<file path="src/rtl/core/dmht_pkg.sv">
// Shared constants, codes and types of the direct-mapped hash table.
package dmht_pkg;

    localparam int TABLE_ENTRIES = 4096;
    localparam int IDX_W         = $clog2(TABLE_ENTRIES);
    localparam int CNT_W         = 13;
    localparam int KEY_W         = 64;
    localparam int MOVE_W        = 32;
    localparam int STEP_W        = $clog2(KEY_W + 1);
    localparam int SLOT_MAX      = (TABLE_ENTRIES < 8191) ? TABLE_ENTRIES : 8191;

    localparam logic [CNT_W-1:0] ENTRY_COUNT_RST = 13'd4096;

    localparam logic [1:0] ACT_STORE = 2'd0;
    localparam logic [1:0] ACT_PROBE = 2'd1;
    localparam logic [1:0] ACT_CLEAR = 2'd2;

    localparam logic [1:0] REG_ENTRY_COUNT = 2'd0;
    localparam logic [1:0] REG_EMPTY_MOVE  = 2'd1;

    // Last member sits in the lowest bits: key first on the bus.
    typedef struct packed {
        logic [1:0]        bound;
        logic signed [15:0] score;
        logic [7:0]        depth;
        logic [MOVE_W-1:0] move;
        logic [KEY_W-1:0]  key;
    } entry_t;

    typedef struct packed {
        logic              pad;
        logic [CNT_W-1:0]  occupied;
        logic [1:0]        bound;
        logic signed [15:0] score;
        logic [7:0]        depth;
        logic [MOVE_W-1:0] move;
    } result_t;

    typedef struct packed {
        logic             done;
        logic [IDX_W-1:0] rem;
    } mod_res_t;

    localparam int ENTRY_W  = $bits(entry_t);
    localparam int S_DATA_W = ((ENTRY_W + 7) / 8) * 8;
    localparam int M_DATA_W = $bits(result_t);

endpackage

</file>
<file path="src/rtl/core/dmht_mod.sv">
// Bit-serial restoring remainder unit: 64-bit key modulo the slot count.
module dmht_mod (
    input  logic                           clk,
    input  logic                           rst_n,
    input  logic                           start,
    input  logic [dmht_pkg::KEY_W-1:0]     dividend,
    input  logic [dmht_pkg::CNT_W-1:0]     divisor,
    output dmht_pkg::mod_res_t             res
);
    import dmht_pkg::*;

    logic              busy_reg;
    logic              done_reg;
    logic [STEP_W-1:0] step_reg;
    logic [KEY_W-1:0]  dvd_reg;
    logic [CNT_W-1:0]  dsr_reg;
    logic [CNT_W-1:0]  rem_reg;
    logic [CNT_W-1:0]  rem_next;
    logic [CNT_W:0]    trial;
    logic              fits;

    // Shift one dividend bit in, subtract when the divisor fits.
    always_comb
    begin
        trial    = {rem_reg, dvd_reg[KEY_W-1]};
        fits     = trial >= {1'b0, dsr_reg};
        rem_next = fits ? CNT_W'(trial - {1'b0, dsr_reg}) : CNT_W'(trial);
    end

    always_ff @(posedge clk or negedge rst_n)
    begin
        if (!rst_n)
        begin
            busy_reg <= 1'b0;
            done_reg <= 1'b0;
            step_reg <= '0;
        end
        else if (start)
        begin
            busy_reg <= 1'b1;
            done_reg <= 1'b0;
            step_reg <= '0;
        end
        else if (busy_reg)
        begin
            step_reg <= step_reg + 1'b1;
            if (step_reg == STEP_W'(KEY_W - 1))
            begin
                busy_reg <= 1'b0;
                done_reg <= 1'b1;
            end
        end
        else
        begin
            done_reg <= 1'b0;
        end
    end

    always_ff @(posedge clk)
    begin
        if (start)
        begin
            dvd_reg <= dividend;
            dsr_reg <= divisor;
            rem_reg <= '0;
        end
        else if (busy_reg)
        begin
            dvd_reg <= {dvd_reg[KEY_W-2:0], 1'b0};
            rem_reg <= rem_next;
        end
    end

    assign res.done = done_reg;
    assign res.rem  = IDX_W'(rem_reg);

endmodule

</file>
<file path="config.mk">
export PLATFORM = sky130hd
export DESIGN_NAME = dmht_mod
export DESIGN_NICKNAME = d
export VERILOG_FILES = /design/src/rtl/core/dmht_pkg.sv /design/src/rtl/core/dmht_mod.sv
export SDC_FILE = /design/constraint.sdc
export NUM_CORES = 1
export LEC_CHECK = 0
export BUFFER_PORTS_ARGS = -buffer_cell sky130_fd_sc_hd__buf_2
export CAP_MARGIN = 25
export CORE_MARGIN = 8
export CORE_UTILIZATION = 53
export DETAILED_ROUTE_END_ITERATION = 16
export PLACE_DENSITY = 0.77
export SYNTH_ARGS = -nofsm -noshare
export SYNTH_HDL_FRONTEND = slang
export SYNTH_SLANG_ARGS = --single-unit
</file>
<file path="constraint.sdc">
create_clock -name clk -period 5.5 [get_ports clk]
set_input_delay 0.55 -clock clk [delete_from_list [all_inputs] [get_ports clk]]
set_output_delay 0.55 -clock clk [all_outputs]
set_load 0.005 [all_outputs]
</file>
# Yosys cells after proc, flatten, opt, wreduce, memory -nomap -nowiden
# Index checks and enable logic that the tools add are counted.
[classes] addsub=2 n_lt_le_gt_ge=1 n_eq_ne=2 n_mux=11 reduce_logical=1
[op_table] cell="64-bit 2-to-1 mux" n=2
[op_table] cell="14-bit by 13-bit greater-or-equal comparator with 1-bit output" n=1
[op_table] cell="7-bit 2-to-1 mux" n=2
[op_table] cell="13-bit 2-to-1 mux" n=1
[op_table] cell="13-bit subtractor" n=1
[op_table] cell="7-bit by 1-bit adder with 7-bit output (second input constant)" n=1
[op_table] cell="7-bit by 6-bit equality test with 1-bit output (second input constant)" n=1
[op_table] cell="1-bit 2-to-1 mux" n=6
[op_table] cell="3-bit by 2-bit != test with 1-bit output (second input constant)" n=1
[op_table] cell="2-bit nonzero test" n=1
[word_totals] register_bits=99 input_bits=80 out_inout_bits=13

# Depth between registers and ports, before layout
[depth] ltp_word=4 mapped_depth=10

# Worst setup path after synthesis
# Ideal clock, no wire load.
[synth_path] path_kind="input -> register" start="input start" end="register dvd_reg[0] (enable)" arrival_ps=2533 t_required_ps=5077 setup_slack_ps=2544 stages=4 n_path_buf=2 path_cell_list="clkbuf_1 -> clkbuf_1 -> inv_1 -> nand2_1"
[synth_between] elab_chain_len=1
[synth_rtl] item="start: declaration" line="dmht_mod.sv:5" source="input logic start,"
[synth_rtl] item="2-bit nonzero test (no line)"
[synth_rtl] item="end signal: assignment" line="dmht_mod.sv:63" source="dvd_reg <= dividend;"
[synth_rtl] item="end signal: assignment" line="dmht_mod.sv:69" source="dvd_reg <= {dvd_reg[KEY_W-2:0], 1'b0};"
[synth_rtl] item="end: declaration" line="dmht_mod.sv:15" source="logic [KEY_W-1:0] dvd_reg;"
# No other way between the ends.
# A chain may end at the register's enable or synchronous reset.

# Worst setup path after layout
[layout_path] start="register dvd_reg[63]" end="register rem_reg[1]"
[layout_between] elab_chain_len=2 elab_cells_between_ends=3 classes_between="add/sub: 1; order compare: 1; mux: 1"
[layout_rtl] item="13-bit subtractor or 14-bit by 13-bit greater-or-equal comparator with 1-bit output (tied branches)" line="dmht_mod.sv:27, dmht_mod.sv:26"
[layout_rtl] item="13-bit 2-to-1 mux (*)" line="dmht_mod.sv:27" source="rem_next = fits ? CNT_W'(trial - {1'b0, dsr_reg}) : CNT_W'(trial);"
[layout_rtl] item="end signal: assignment" line="dmht_mod.sv:70" source="rem_reg <= rem_next;"
[layout_rtl] item="end: declaration" line="dmht_mod.sv:17" source="logic [CNT_W-1:0] rem_reg;"
# Every way passes the cells marked *; elsewhere a longest branch is shown, timed or not.

==> run_results.csv <==
group,metric,value,unit
pwr,internal-power,1.414,mW
synthesis,synth_top_family_by_area,"multiplexers",
floorplan,ios,93,
floorplan,core_area,0.009109,mm²
floorplan,fp.dieW,112.1,µm
sta,rsz0062_at_grt,"no",
synthesis,synthXorXnorAreaFrac,0.01970,
outcome,outcome,"finished clean",
synthesis,synth-simple-area-share,0.06883,
floorplan,rows,35,
synthesis,synth_nets,464,
synthesis,synth_fa_ha_area_frac,0.03992,
global_routing,grt_max_degree,75,
synthesis,ys_async_sr_fraction,0.09091,
final_layout,n_antenna_cell,0,
job,drv_cap,0,
global_routing,grt_pass1_wl,15.22,mm
pwr,total_power,2.071,mW
pwr,clockPowerShare,0.234,
route,dr.pass1.iters,4,
clock_tree,post_cts_buffers,0,
final_layout,drive_gt1_frac,0.4156,
sta,fin_skew,0.01691,ns
final_layout,nets,540,
sta,fin_crit,2.775,ns
sta,setup_viol,0,
pwr,p_per_area,373.0,mW/mm²
clock_tree,clockBufferDepth,2,
synthesis,synth_cell_type_count,58,
synthesis,netlist.area_leader.share,0.4729,
clock_tree,insertion_delay,0.37,ns
synthesis,synthMuxAreaShare,0.1471,
placed_design,gp_congestion,0.8320,
synthesis,synth_area_leaders,"edfxtp_1 47%, mux2_2 15%, dfxtp_1 5.3%, dfrtp_1 4.6%, ha_1 3.6%",
sta,hold_violations,0,
floorplan,start_util,0.5368,
global_routing,track_usage,0.1495,
worst_setup_path,critPathCaptureType,"flop",
final_layout,largest_reg_flops,64,
synthesis,netlist.top_cell.by_area,"edfxtp_1",
global_routing,grt-ovfl-total,0,
route,vias_per_cell,5.522,
clock_tree,clock-sinks,99,
clock_tree,cts_made_buffers,9,
placed_design,dpl_cell_area,0.005326,mm²
clock_tree,h-tree-depth,3,
sta,holdWs,0.02094,ns
route,routed_wl,9.387,mm
sta,setup_tns,0,ns
synthesis,synth_compound_area_frac,0.09877,
sta,slew_viol_final,0,
worst_setup_path,cp_max_fo,13,
clock_tree,cts_tree,"yes",
synthesis,ys_warn_count,0,
placed_design,dp_hpwl,6.497,mm
pwr,ir_drop,153.0,µV
clock_tree,ctsRootBufferMaster,"clkbuf_8",
synthesis,ys_seq_area_frac,0.5722,
synthesis,synth_edf_count,77,
sta,worst_pin_slew,1.006,ns
global_routing,grt_pass1_vias,3257,
synthesis,syn_area_per_cell,13.25,µm²
synthesis,syn_area,0.004890,mm²
worst_setup_path,crit_required,5.75,ns
synthesis,synthCells,369,
clock_tree,clk_pin_slew,0.09,ns
clock_tree,postCtsHoldBufs,0,
worst_setup_path,arrival,3.03,ns
placed_design,place.port_buffers,92,
route,initialDrtViolationCount,107,
global_routing,antenna_found_initial,3,
floorplan,die_h,112.1,µm
route,num_vias,3098,
min_path,hp-class,"primary input to async pin",
worst_setup_path,crit_path_start_kind,"flop",
pwr,seqPwrFrac,0.471,
pwr,comb_power_share,0.294,
sta,relSlewSlack,0.3251,
sta,period_share,0.5045,
synthesis,synth_flop_cell,"edfxtp_1",
clock_tree,cts_resized,0,
worst_setup_path,critPathKind,"flop to flop",
pwr,switchingPower,656.9,µW
route,wl_per_cell,16.73,µm
route,drc,0,
floorplan,die_area,0.01256,mm²
route,ant_nets,0,
final_layout,stdcell_area,0.005553,mm²
final_layout,syn2layout_area_growth,13.56,%
pwr,switching_share,0.3172,
sta,max_freq,360.4,MHz
pwr,p_leak,2.304,nW
worst_setup_path,reg2reg_depth,9,
synthesis,synth_seq_cells,99,
==> critical path, cell delays in order, from the launching register on <==
cell and delay [ns]:
edfxtp_1 0.40, inv_1 0.07, ha_1 0.18, fa_1 0.20, nand2b_1 0.13, a211o_1 0.20, a21oi_2 0.10, o31ai_2 0.82
a2111oi_2 0.17, a311o_2 0.39
==> cell usage in the layout, fill, tap and decap left out, drive strengths merged, types with 2 or more instances in the layout <==
| master | instances |
|---|---|
| dfrtp | 9 |
| o21ai | 11 |
| mux2 | 63 |
| xnor2 | 3 |
| a2111oi | 2 |
| nor2 | 24 |
| and2 | 2 |
| a211oi | 3 |
| a21o | 5 |
| o211ai | 2 |
| nand3 | 12 |
| buf | 95 |
| nand4 | 5 |
| xor2 | 8 |
| inv | 24 |
| or3 | 2 |
| ha | 14 |
| clkbuf | 10 |
| a21boi | 2 |
| edfxtp | 77 |
| a21oi | 14 |
| a311oi | 11 |
| dfxtp | 13 |
| nand2b | 3 |
| nand2 | 10 |
| o31ai | 3 |
==> power groups by stage <==
stage | clock [mW] | sequential [mW] | combinational (mW)
2_1_floorplan | 0 | 0.974 | 0.511
6_report | 0.485 | 0.976 | 0.610
3_5_place_dp | 0 | 0.993 | 0.607
5_1_grt | 0.520 | 0.990 | 0.675
3_3_place_gp | 0 | 0.989 | 0.592
4_1_cts | 0.497 | 0.977 | 0.611
==> kinds of logic (layout without fill, tap and decap cells) <==
family	count (synthesis)	count (layout)
simple gates	67	67
xor+xnor	11	11
fa+ha+maj	15	15
mux	64	64
buf+inv	51	132
flops	99	99
compound gates	62	62
==> layer usage <==
metal,routed length [µm],GRT usage
met1,4239,0.1780
met2,4399,0.2452
met3,574,0.06119
met4,136,0.04137
met5,37,0
==> layout make-up <==
class | instances | area, µm²
fill | 756 | 3556
sequential | 99 | 2798
multi-input combinational | 219 | 1833
timing repair buffer | 95 | 505.5
tap | 111 | 138.9
clock buffer | 10 | 127.6
inverter | 21 | 78.83
clock inverter | 6 | 71.32
==> cell usage after synthesis (all sizes together), types with 2 or more instances <==
cell / count
a211oi: 3
edfxtp: 77
nor2: 24
a21boi: 2
dfxtp: 13
or3: 2
nand2: 10
inv: 21
nand3: 12
a21oi: 14
mux2: 63
nand4: 5
o31ai: 3
xor2: 8
and2: 2
a2111oi: 2
dfrtp: 9
o21ai: 11
a311oi: 11
xnor2: 3
nand2b: 3
a21o: 5
o211ai: 2
buf: 21
clkbuf: 9
ha: 14
==> path summary, 6_finish.rpt <==
check / from / to / slack, ns
setup / recovery: dvd_reg[63] / rem_reg[1] / 2.73
hold / removal: rst_n / step_reg[5] / 0.02
setup reg to reg: dvd_reg[63] / rem_reg[1] / 2.73
hold reg to reg: done_reg / done_reg / 0.53
max in group asynchronous: rst_n / step_reg[0] / 5.29
min in group clk: divisor[4] / dsr_reg[4] / 0.34
==> per-stage QoR <==
stage	worst slack [ns]	cells	util
6_report	2.725	561	0.6096
5_1_grt	2.497	561	0.6096
4_1_cts	2.545	560	0.6066
3_5_place_dp	2.551	544	0.5848
3_3_place_gp	2.651	544	0.5848
2_1_floorplan	2.544	369	-
Note: power is estimated with default switching activity, not from simulation.
