**config.mk**
```make
export PLATFORM = sky130hd
export DESIGN_NAME = dmht_ram
export DESIGN_NICKNAME = d
export VERILOG_FILES = /design/src/rtl/core/dmht_ram.sv
export SDC_FILE = /design/constraint.sdc
export NUM_CORES = 1
export LEC_CHECK = 0
export BUFFER_PORTS_ARGS = -buffer_cell sky130_fd_sc_hd__buf_2
export CAP_MARGIN = 0
export CORE_UTILIZATION = 40
export CTS_CLUSTER_SIZE = 20
export DETAILED_ROUTE_END_ITERATION = 10
export PLACE_DENSITY = 0.58
export SYNTH_ARGS = -nofsm -noshare
export SYNTH_HDL_FRONTEND = slang
export SYNTH_SLANG_ARGS = --single-unit
```
**constraint.sdc**
```tcl
create_clock -name clk -period 2.25 [get_ports clk]
set_input_delay 0.45 -clock clk [delete_from_list [all_inputs] [get_ports clk]]
set_output_delay 0.45 -clock clk [all_outputs]
set_load 0.03 [all_outputs]
```
**src/rtl/core/dmht_ram.sv**
```systemverilog
// Generic single-write, single-read RAM with registered read data.
module dmht_ram #(
    parameter int WIDTH = 8,
    parameter int DEPTH = 16
) (
    input  logic                     clk,
    input  logic                     we,
    input  logic [$clog2(DEPTH)-1:0] waddr,
    input  logic [WIDTH-1:0]         wdata,
    input  logic [$clog2(DEPTH)-1:0] raddr,
    output logic [WIDTH-1:0]         rdata
);

    logic [WIDTH-1:0] mem [DEPTH];

    always_ff @(posedge clk)
    begin
        if (we)
        begin
            mem[waddr] <= wdata;
        end
        rdata <= mem[raddr];
    end

endmodule

```
; Word-level counts from Yosys, hierarchy flattened
; Memory sizes are Yosys's and may differ from the RTL's. A register that Yosys moved wholly into a read port is not among the register bits.
; Cells that the tools add are included.
[op_classes]
addsub = 0
mul = 0
div = 0
magnitude_cmp = 0
eq_ne = 0
shift = 0
n_mux = 2
n_bitwise = 0
n_reduce_logical = 0
[ops]
columns = op, n
row1 = $mux W1, 2
[totals]
reg_bits = 0
latch_bits = 0
mem_bits_rw = 128
romBits = 0
input_bits = 18
elab_cells = 3
mem_count = 1
[mem_list]
columns = name, words, word_bits, rd, rd_ports_with_merged_regs, wr, line_no
row1 = mem, 16, 8, 1, 1, 1, 14  ; logic [WIDTH-1:0] mem [DEPTH];

; Longest topological paths before layout
; Gate-level depths: netlist of run 1.
[depth]
ltp_word = 2
mapped_depth = 5

; Worst setup path after synthesis of run 1
; No wires, ideal clock.
[synth_timing]
path_type = in2reg
startpoint = input waddr[2]
endpoint = memory mem[0][0], enable pin
t_arrival_ns = 1.560
required_time_ns = 1.867
setup_slack_ns = 0.307
stages = 2
n_path_buf = 0
cell_sequence = or3b_2 -> nor3_1
[synth_lines]
columns = item, line_no
row1 = start: declaration, 8  ; input logic [$clog2(DEPTH)-1:0] waddr,
row2 = end: declaration, 14
; No word-level cell before the write port.

==> results of run 1 <==
routing by layer:
metal,vias up,track usage,share of wire
li1,1083,-,-
met1,1250,0.219,0.46
met2,63,0.255,0.49
met3,16,0.0382,0.031
met4,0,0.0779,0.022
met5,-,0,0
through the flow:
step	instances	cell area [um^2]	hold slack (ns)	total power, uW
finish	468	6160	0.413	5820
global route	468	6160	0.416	6010
CTS	468	6160	0.408	5870
detailed placement	436	5580	0.660	3200
global placement	436	5580	0.649	3200
floorplan	229	5150	0.549	3070
worst paths after layout:
check,cells past startpoint,startpoint,endpoint
worst max register to register,3,mem[2][7]$_DFFE_PP_,rdata[7]$_DFF_P_
worst min-delay path,1,wdata[5],mem[6][5]$_DFFE_PP_
worst max-delay path,5,raddr[0],rdata[1]$_DFF_P_
worst min register to register,3,mem[14][1]$_DFFE_PP_,rdata[1]$_DFF_P_
worst reg2reg max path, stage by stage, from the launching register on:
cell	delay, ns
edfxtp_1	0.37
mux4_2	0.47
a22oi_1	0.32
nand2_1	0.11
cells in the mapped netlist, drive strengths merged:
master and count:
clkdlybuf4s25 3, nor2 13, nand3 1, buf 7
edfxtp 128, dfxtp 8, mux4 32, nand2 9
or3b 1, nand3b 2, and2 1, nor3 4
and2b 1, nand2b 2, a22oi 16, nor2b 1
cell families after synthesis:
logic type      after synthesis  share of synthesized area
compound gates               16                     0.0233
buf+inv                      10                     0.0168
flops                       136                      0.778
mux                          32                      0.150
simple gates                 35                     0.0318
placed cells by master (no fill, tap or decap):
| cell type | netlist | final |
|---|---|---|
| buf_12 | 0 | 2 |
| nand3b_1 | 2 | 2 |
| nand3_1 | 1 | 1 |
| inv_6 | 0 | 1 |
| mux4_2 | 18 | 18 |
| buf_4 | 1 | 18 |
| clkbuf_8 | 0 | 2 |
| and2_1 | 1 | 1 |
| nor2b_1 | 1 | 1 |
| bufinv_16 | 0 | 2 |
| and2b_1 | 1 | 1 |
| dfxtp_1 | 8 | 8 |
| nand2_1 | 9 | 9 |
| or3b_2 | 1 | 1 |
| buf_2 | 3 | 25 |
| nand2b_1 | 2 | 2 |
| mux4_1 | 14 | 14 |
| a22oi_1 | 16 | 16 |
| edfxtp_1 | 128 | 128 |
| clkbuf_1 | 0 | 2 |
| nor2_1 | 13 | 13 |
| nor3_1 | 4 | 4 |
| clkinv_4 | 0 | 2 |
| clkbuf_16 | 0 | 17 |
| clkinvlp_4 | 0 | 3 |
| clkinv_2 | 0 | 3 |
sequential cells by signal (all words and copies together) (netlist names):
signal  count
rdata       8
mem       128
final cells by class:
cell class              instances  share of cell area
flip-flops and latches        136               0.650
multi-input cells              83               0.172
clock buffers                  21              0.0747
repair buffers                 45              0.0487
well taps                     172              0.0349
clock inverters                11              0.0201
where the power goes:
part / switching (uW) / total (uW) / leakage (uW) / internal, uW
Clock: 993 / 2680 / 0.000279 / 1690
Sequential: 16.3 / 2850 / 0.00122 / 2830
Combinational: 177 / 292 / 0.000586 / 115
==> impl_metrics.env, run 1 <==
export IMPL_yosys_area_top_type="edfxtp_1"
export IMPL_final_max_slew_viol_count=0
export IMPL_final_seq_area_mm2=0.00400
export IMPL_p_leak_uw=0.00209
export IMPL_hold_class="in2reg"
export IMPL_critPathCaptureType="register"
export IMPL_cp_slowest_stage_delay_ns=0.64
export IMPL_path_clk_slew_ns=0.06
export IMPL_fp_dieH_um=115
export IMPL_cts_tree="done"
export IMPL_antenna_found_initial=0
export IMPL_skew_ns=0.0107
export IMPL_nNetsFinal=301
export IMPL_antennaDiodeCount=0
export IMPL_rsz0062_at_grt="no"
export IMPL_finalCritPeriodShare=0.680
export IMPL_drive_above_1_share=0.318
export IMPL_firstDrtPassIters=4
export IMPL_synth_warnings=0
export IMPL_yosys_cell_types_count=19
export IMPL_die_area_mm2=0.0133
export IMPL_clockBufferDepth=2
export IMPL_setup_violations=0
export IMPL_crit_chain="buf_2 > buf_12 > mux4_1 > a22oi_1 > nand2_1"
export IMPL_tightest_slew_ns=0.551
export IMPL_vias=2412
export IMPL_cp_max_fo=32
export IMPL_cp_num_buf_inv=2
export IMPL_fp_dieW_um=115
export IMPL_relSlewSlack=0.631
export IMPL_place_gp_congestion=0.688
export IMPL_port_buffers=25
export IMPL_drv_cap=0
export IMPL_route_detailed_drc=0
export IMPL_pin_count=26
export IMPL_syn_nets=247
export IMPL_cp_arrival_ns=1.82
export IMPL_cp_required_ns=2.54
export IMPL_status="finished clean"
export IMPL_cts_sinks=136
export IMPL_hold_buffers=0
export IMPL_ctsResizeCount=0
export IMPL_fin_setup_tns_ns=0
export IMPL_hpwl_mm=6.03
export IMPL_clock_latency_ns=0.42
export IMPL_fp_coreArea_mm2=0.0126
export IMPL_gr_total_overflow=0
export IMPL_critPathLaunchType="input port"
export IMPL_syn_instance_count=229
export IMPL_syn_cell_area_mm2=0.00515
export IMPL_fmax_mhz=654
export IMPL_multiInputGateArea_mm2=0.00106
export IMPL_power_per_cell_area_mw_per_mm2=945
export IMPL_avgRoutedWirePerCell_um=20.5
export IMPL_fill_cells=1013
export IMPL_cts_post_setup_buffers_inserted=0
export IMPL_ant_nets=0
export IMPL_cts_root_buf="clkbuf_16"
export IMPL_drtIter0Drc=229
export IMPL_num_rows=41
export IMPL_critPathKind="in2reg"
export IMPL_grt_max_degree=33
export IMPL_ff2ff_setup_slack_ns=0.86
export IMPL_grt_pass1_wl_mm=14.8
export IMPL_synth_avg_cell_area_um2=22.5
export IMPL_cts_buffers=17
export IMPL_grt_usage=0.164
export IMPL_vias_per_cell=5.15
export IMPL_finalHoldViolCount=0
export IMPL_layout_setup_ws_ns=0.720
export IMPL_fin_crit_ns=1.53
export IMPL_cp_top_family="multiplexers"
export IMPL_ys_seq_area_frac=0.778
export IMPL_final_core_util=0.490
export IMPL_start_util=0.410
export IMPL_htreeDepth=4
export IMPL_wl_mm=9.60
export IMPL_yosysTopAreaCellShare=0.747
export IMPL_ys_ff_latch=136
export IMPL_area_growth_syn_to_layout_pct=19.7
export IMPL_critical_path_slowest_cell="mux4_1"
export IMPL_ys_top_cells_by_area="edfxtp_1 (75%), mux4_2 (7.9%), mux4_1 (7.1%), dfxtp_1 (3.1%), a22oi_1 (2.3%)"
export IMPL_grt_pass1_vias=2427
export IMPL_ir_worst_vdd_mv=0.515
export IMPL_dpl_worst_slack_ns=0.295
Power figures use the tool's default switching activity.
==> inputs of run 2 (changes only) <==
- ABC_AREA: not set -> 1
- PLACE_DENSITY: 0.58 -> 0.6
- clock period: 2.25 -> 1.33 ns (I/O delays scaled with it)
==> run 2 against run 1 <==
Net effect:
- first-iteration DRC count up 33%
- cell area is 12% higher
- synthesized cell count is 140% higher
- non-clock buffer count grew 9
- utilization increased by 0.095 points
- count of clock-buffer cells in the layout down 3
==> impl_metrics.env, run 2 <==
export IMPL_status="finished clean"
export IMPL_yosysTopAreaCellShare=0.667
export IMPL_ctsResizeCount=0
export IMPL_syn_nets=569
export IMPL_antenna_found_initial=0
export IMPL_finalHoldViolCount=0
export IMPL_ys_top_cells_by_area="edfxtp_1 (67%), nand2_1 (11%), nand3_1 (8.4%), inv_1 (6.5%), dfxtp_1 (2.8%)"
export IMPL_clock_latency_ns=0.41
export IMPL_power_per_cell_area_mw_per_mm2=1520
export IMPL_fp_coreArea_mm2=0.0140
export IMPL_final_core_util=0.491
export IMPL_setup_violations=0
export IMPL_route_detailed_drc=0
export IMPL_place_inst=761
export IMPL_synthTopCellsByCount="nand2_1 (173), edfxtp_1 (128), inv_1 (100)"
export IMPL_cts_root_buf="clkbuf_16"
export IMPL_htreeDepth=4
export IMPL_critPathKind="reg2out"
export IMPL_yosys_area_top_type="edfxtp_1"
export IMPL_ys_async_sr_fraction=0
export IMPL_hp_start="raddr[3]"
export IMPL_port_buffers=25
export IMPL_syn_cell_area_mm2=0.00577
export IMPL_firstDrtPassIters=6
export IMPL_antennaDiodeCount=0
export IMPL_syn_instance_count=551
export IMPL_grt_pass1_vias=3798
export IMPL_cts_sinks=136
export IMPL_avgRoutedWirePerCell_um=16.7
export IMPL_ant_nets=0
export IMPL_synth_warnings=0
export IMPL_cp_num_buf_inv=1
export IMPL_place_gp_congestion=0.800
export IMPL_fill_cells=1257
export IMPL_path_clk_slew_ns=0.06
export IMPL_drv_cap=0
export IMPL_start_util=0.412
export IMPL_num_rows=43
export IMPL_top_register="mem"
export IMPL_gr_total_overflow=0
export IMPL_clockBufferDepth=2
export IMPL_grt_max_degree=65
export IMPL_hold_buffers=0
export IMPL_grt_usage=0.197
export IMPL_pin_count=26
export IMPL_die_area_mm2=0.0149
export IMPL_mostFrequentLayoutCells="nand2_1 (173), edfxtp_1 (128), inv_1 (100), nand3_1 (97), buf_2 (25)"
export IMPL_area_growth_syn_to_layout_pct=19.1
export IMPL_reg_largest_list="mem x128, rdata x8"
export IMPL_rsz0062_at_grt="no"
export IMPL_synth_avg_cell_area_um2=10.5
export IMPL_tightest_slew_ns=0.378
export IMPL_final_max_slew_viol_count=0
export IMPL_vias=3851
export IMPL_vias_per_cell=4.86
export IMPL_synth_edf_count=128
export IMPL_final_common_cell="nand2_1"
export IMPL_rr_startpoint="mem[1][7]$_DFFE_PP_"
export IMPL_fmax_mhz=814
export IMPL_finalCritPeriodShare=0.923
export IMPL_hpwl_mm=8.15
export IMPL_critical_path_slowest_cell="dfxtp_1"
export IMPL_yosys_cell_types_count=12
export IMPL_critPathCaptureType="output pin"
export IMPL_ys_seq_area_frac=0.694
export IMPL_synth_ff_type="edfxtp_1"
export IMPL_cp_arrival_ns=0.96
export IMPL_grt_pass1_wl_mm=21.2
export IMPL_p_leak_uw=0.00298
export IMPL_cp_max_fo=1
export IMPL_fin_setup_tns_ns=0
export IMPL_cp_depth=1
export IMPL_fp_dieW_um=122
export IMPL_nNetsFinal=618
export IMPL_skew_ns=0.00540
export IMPL_worstSetupStartpoint="rdata[5]$_DFF_P_"
export IMPL_ir_worst_vdd_mv=0.850
export IMPL_cts_tree="done"
export IMPL_final_cells=793
export IMPL_largest_register_ffs=128
export IMPL_cts_post_setup_buffers_inserted=0
export IMPL_post_synth_top_count_cell="nand2_1"
export IMPL_hold_class="in2reg"
export IMPL_fin_crit_ns=1.23
export IMPL_ys_ff_latch=136
export IMPL_fp_dieH_um=122
export IMPL_min_path_cells=3
export IMPL_cp_slowest_stage_delay_ns=0.34
export IMPL_drtIter0Drc=304
export IMPL_drive_above_1_share=0.142
export IMPL_cp_top_family="flip-flops"
export IMPL_critPathLaunchType="register"
export IMPL_cp_required_ns=1.06
export IMPL_crit_chain="buf_2"
export IMPL_wl_mm=13.2
export IMPL_relSlewSlack=0.748
export IMPL_cts_buffers=17
export IMPL_reg2regPathDepth=6
[run 2: cell types whose count changed after synthesis, sizes merged, moves of 16 or more]
cell / change
buf: +17
inv: +102
a22oi: -16
nand3: +96
mux4: -32
nand2: +164
[run 2: where the power goes]
part	internal (uW)	switching, uW
clock	3150	1830
combinational	206	472
sequential	4790	28.5
[run 2: per-layer routing]
layer  GRT usage  share of wire
met3      0.0370          0.054
met4      0.0915          0.023
met5           0              0
met1       0.267           0.45
met2       0.305           0.47
[run 2: path summary, 6_finish.rpt]
kind | slack (ns) | endpoint
min reg2reg | 0.66 | rdata[2]$_DFF_P_
max reg2reg | 0.33 | rdata[7]$_DFF_P_
min | 0.21 | rdata[2]$_DFF_P_
max | 0.10 | rdata[5]
[run 2: metrics by stage]
step	hold slack, ns	instance area [um^2]	worst slack [ns]	total power [uW]
3_5_place_dp	0.634	6240	0.00223	5590
6_report	0.207	6870	0.102	10500
4_1_cts	0.198	6870	0.0822	10500
5_1_grt	0.223	6870	0.0534	10800
2_1_floorplan	0.365	5770	0.113	5300
3_3_place_gp	0.638	6240	0.0106	5580
[run 2: final cells by class]
class | count | area [um^2] | area share
multi-input combinational | 289 | 1210 | 0.177
sequential | 136 | 4000 | 0.583
tap | 180 | 225 | 0.0328
clock inverter | 14 | 198 | 0.0288
inverter | 102 | 383 | 0.0557
timing repair buffer | 54 | 418 | 0.0608
clock buffer | 18 | 429 | 0.0625
[run 2: kinds of logic after synthesis]
family	share of synthesized area
simple gates	0.210
buf+inv	0.0952
flops	0.694
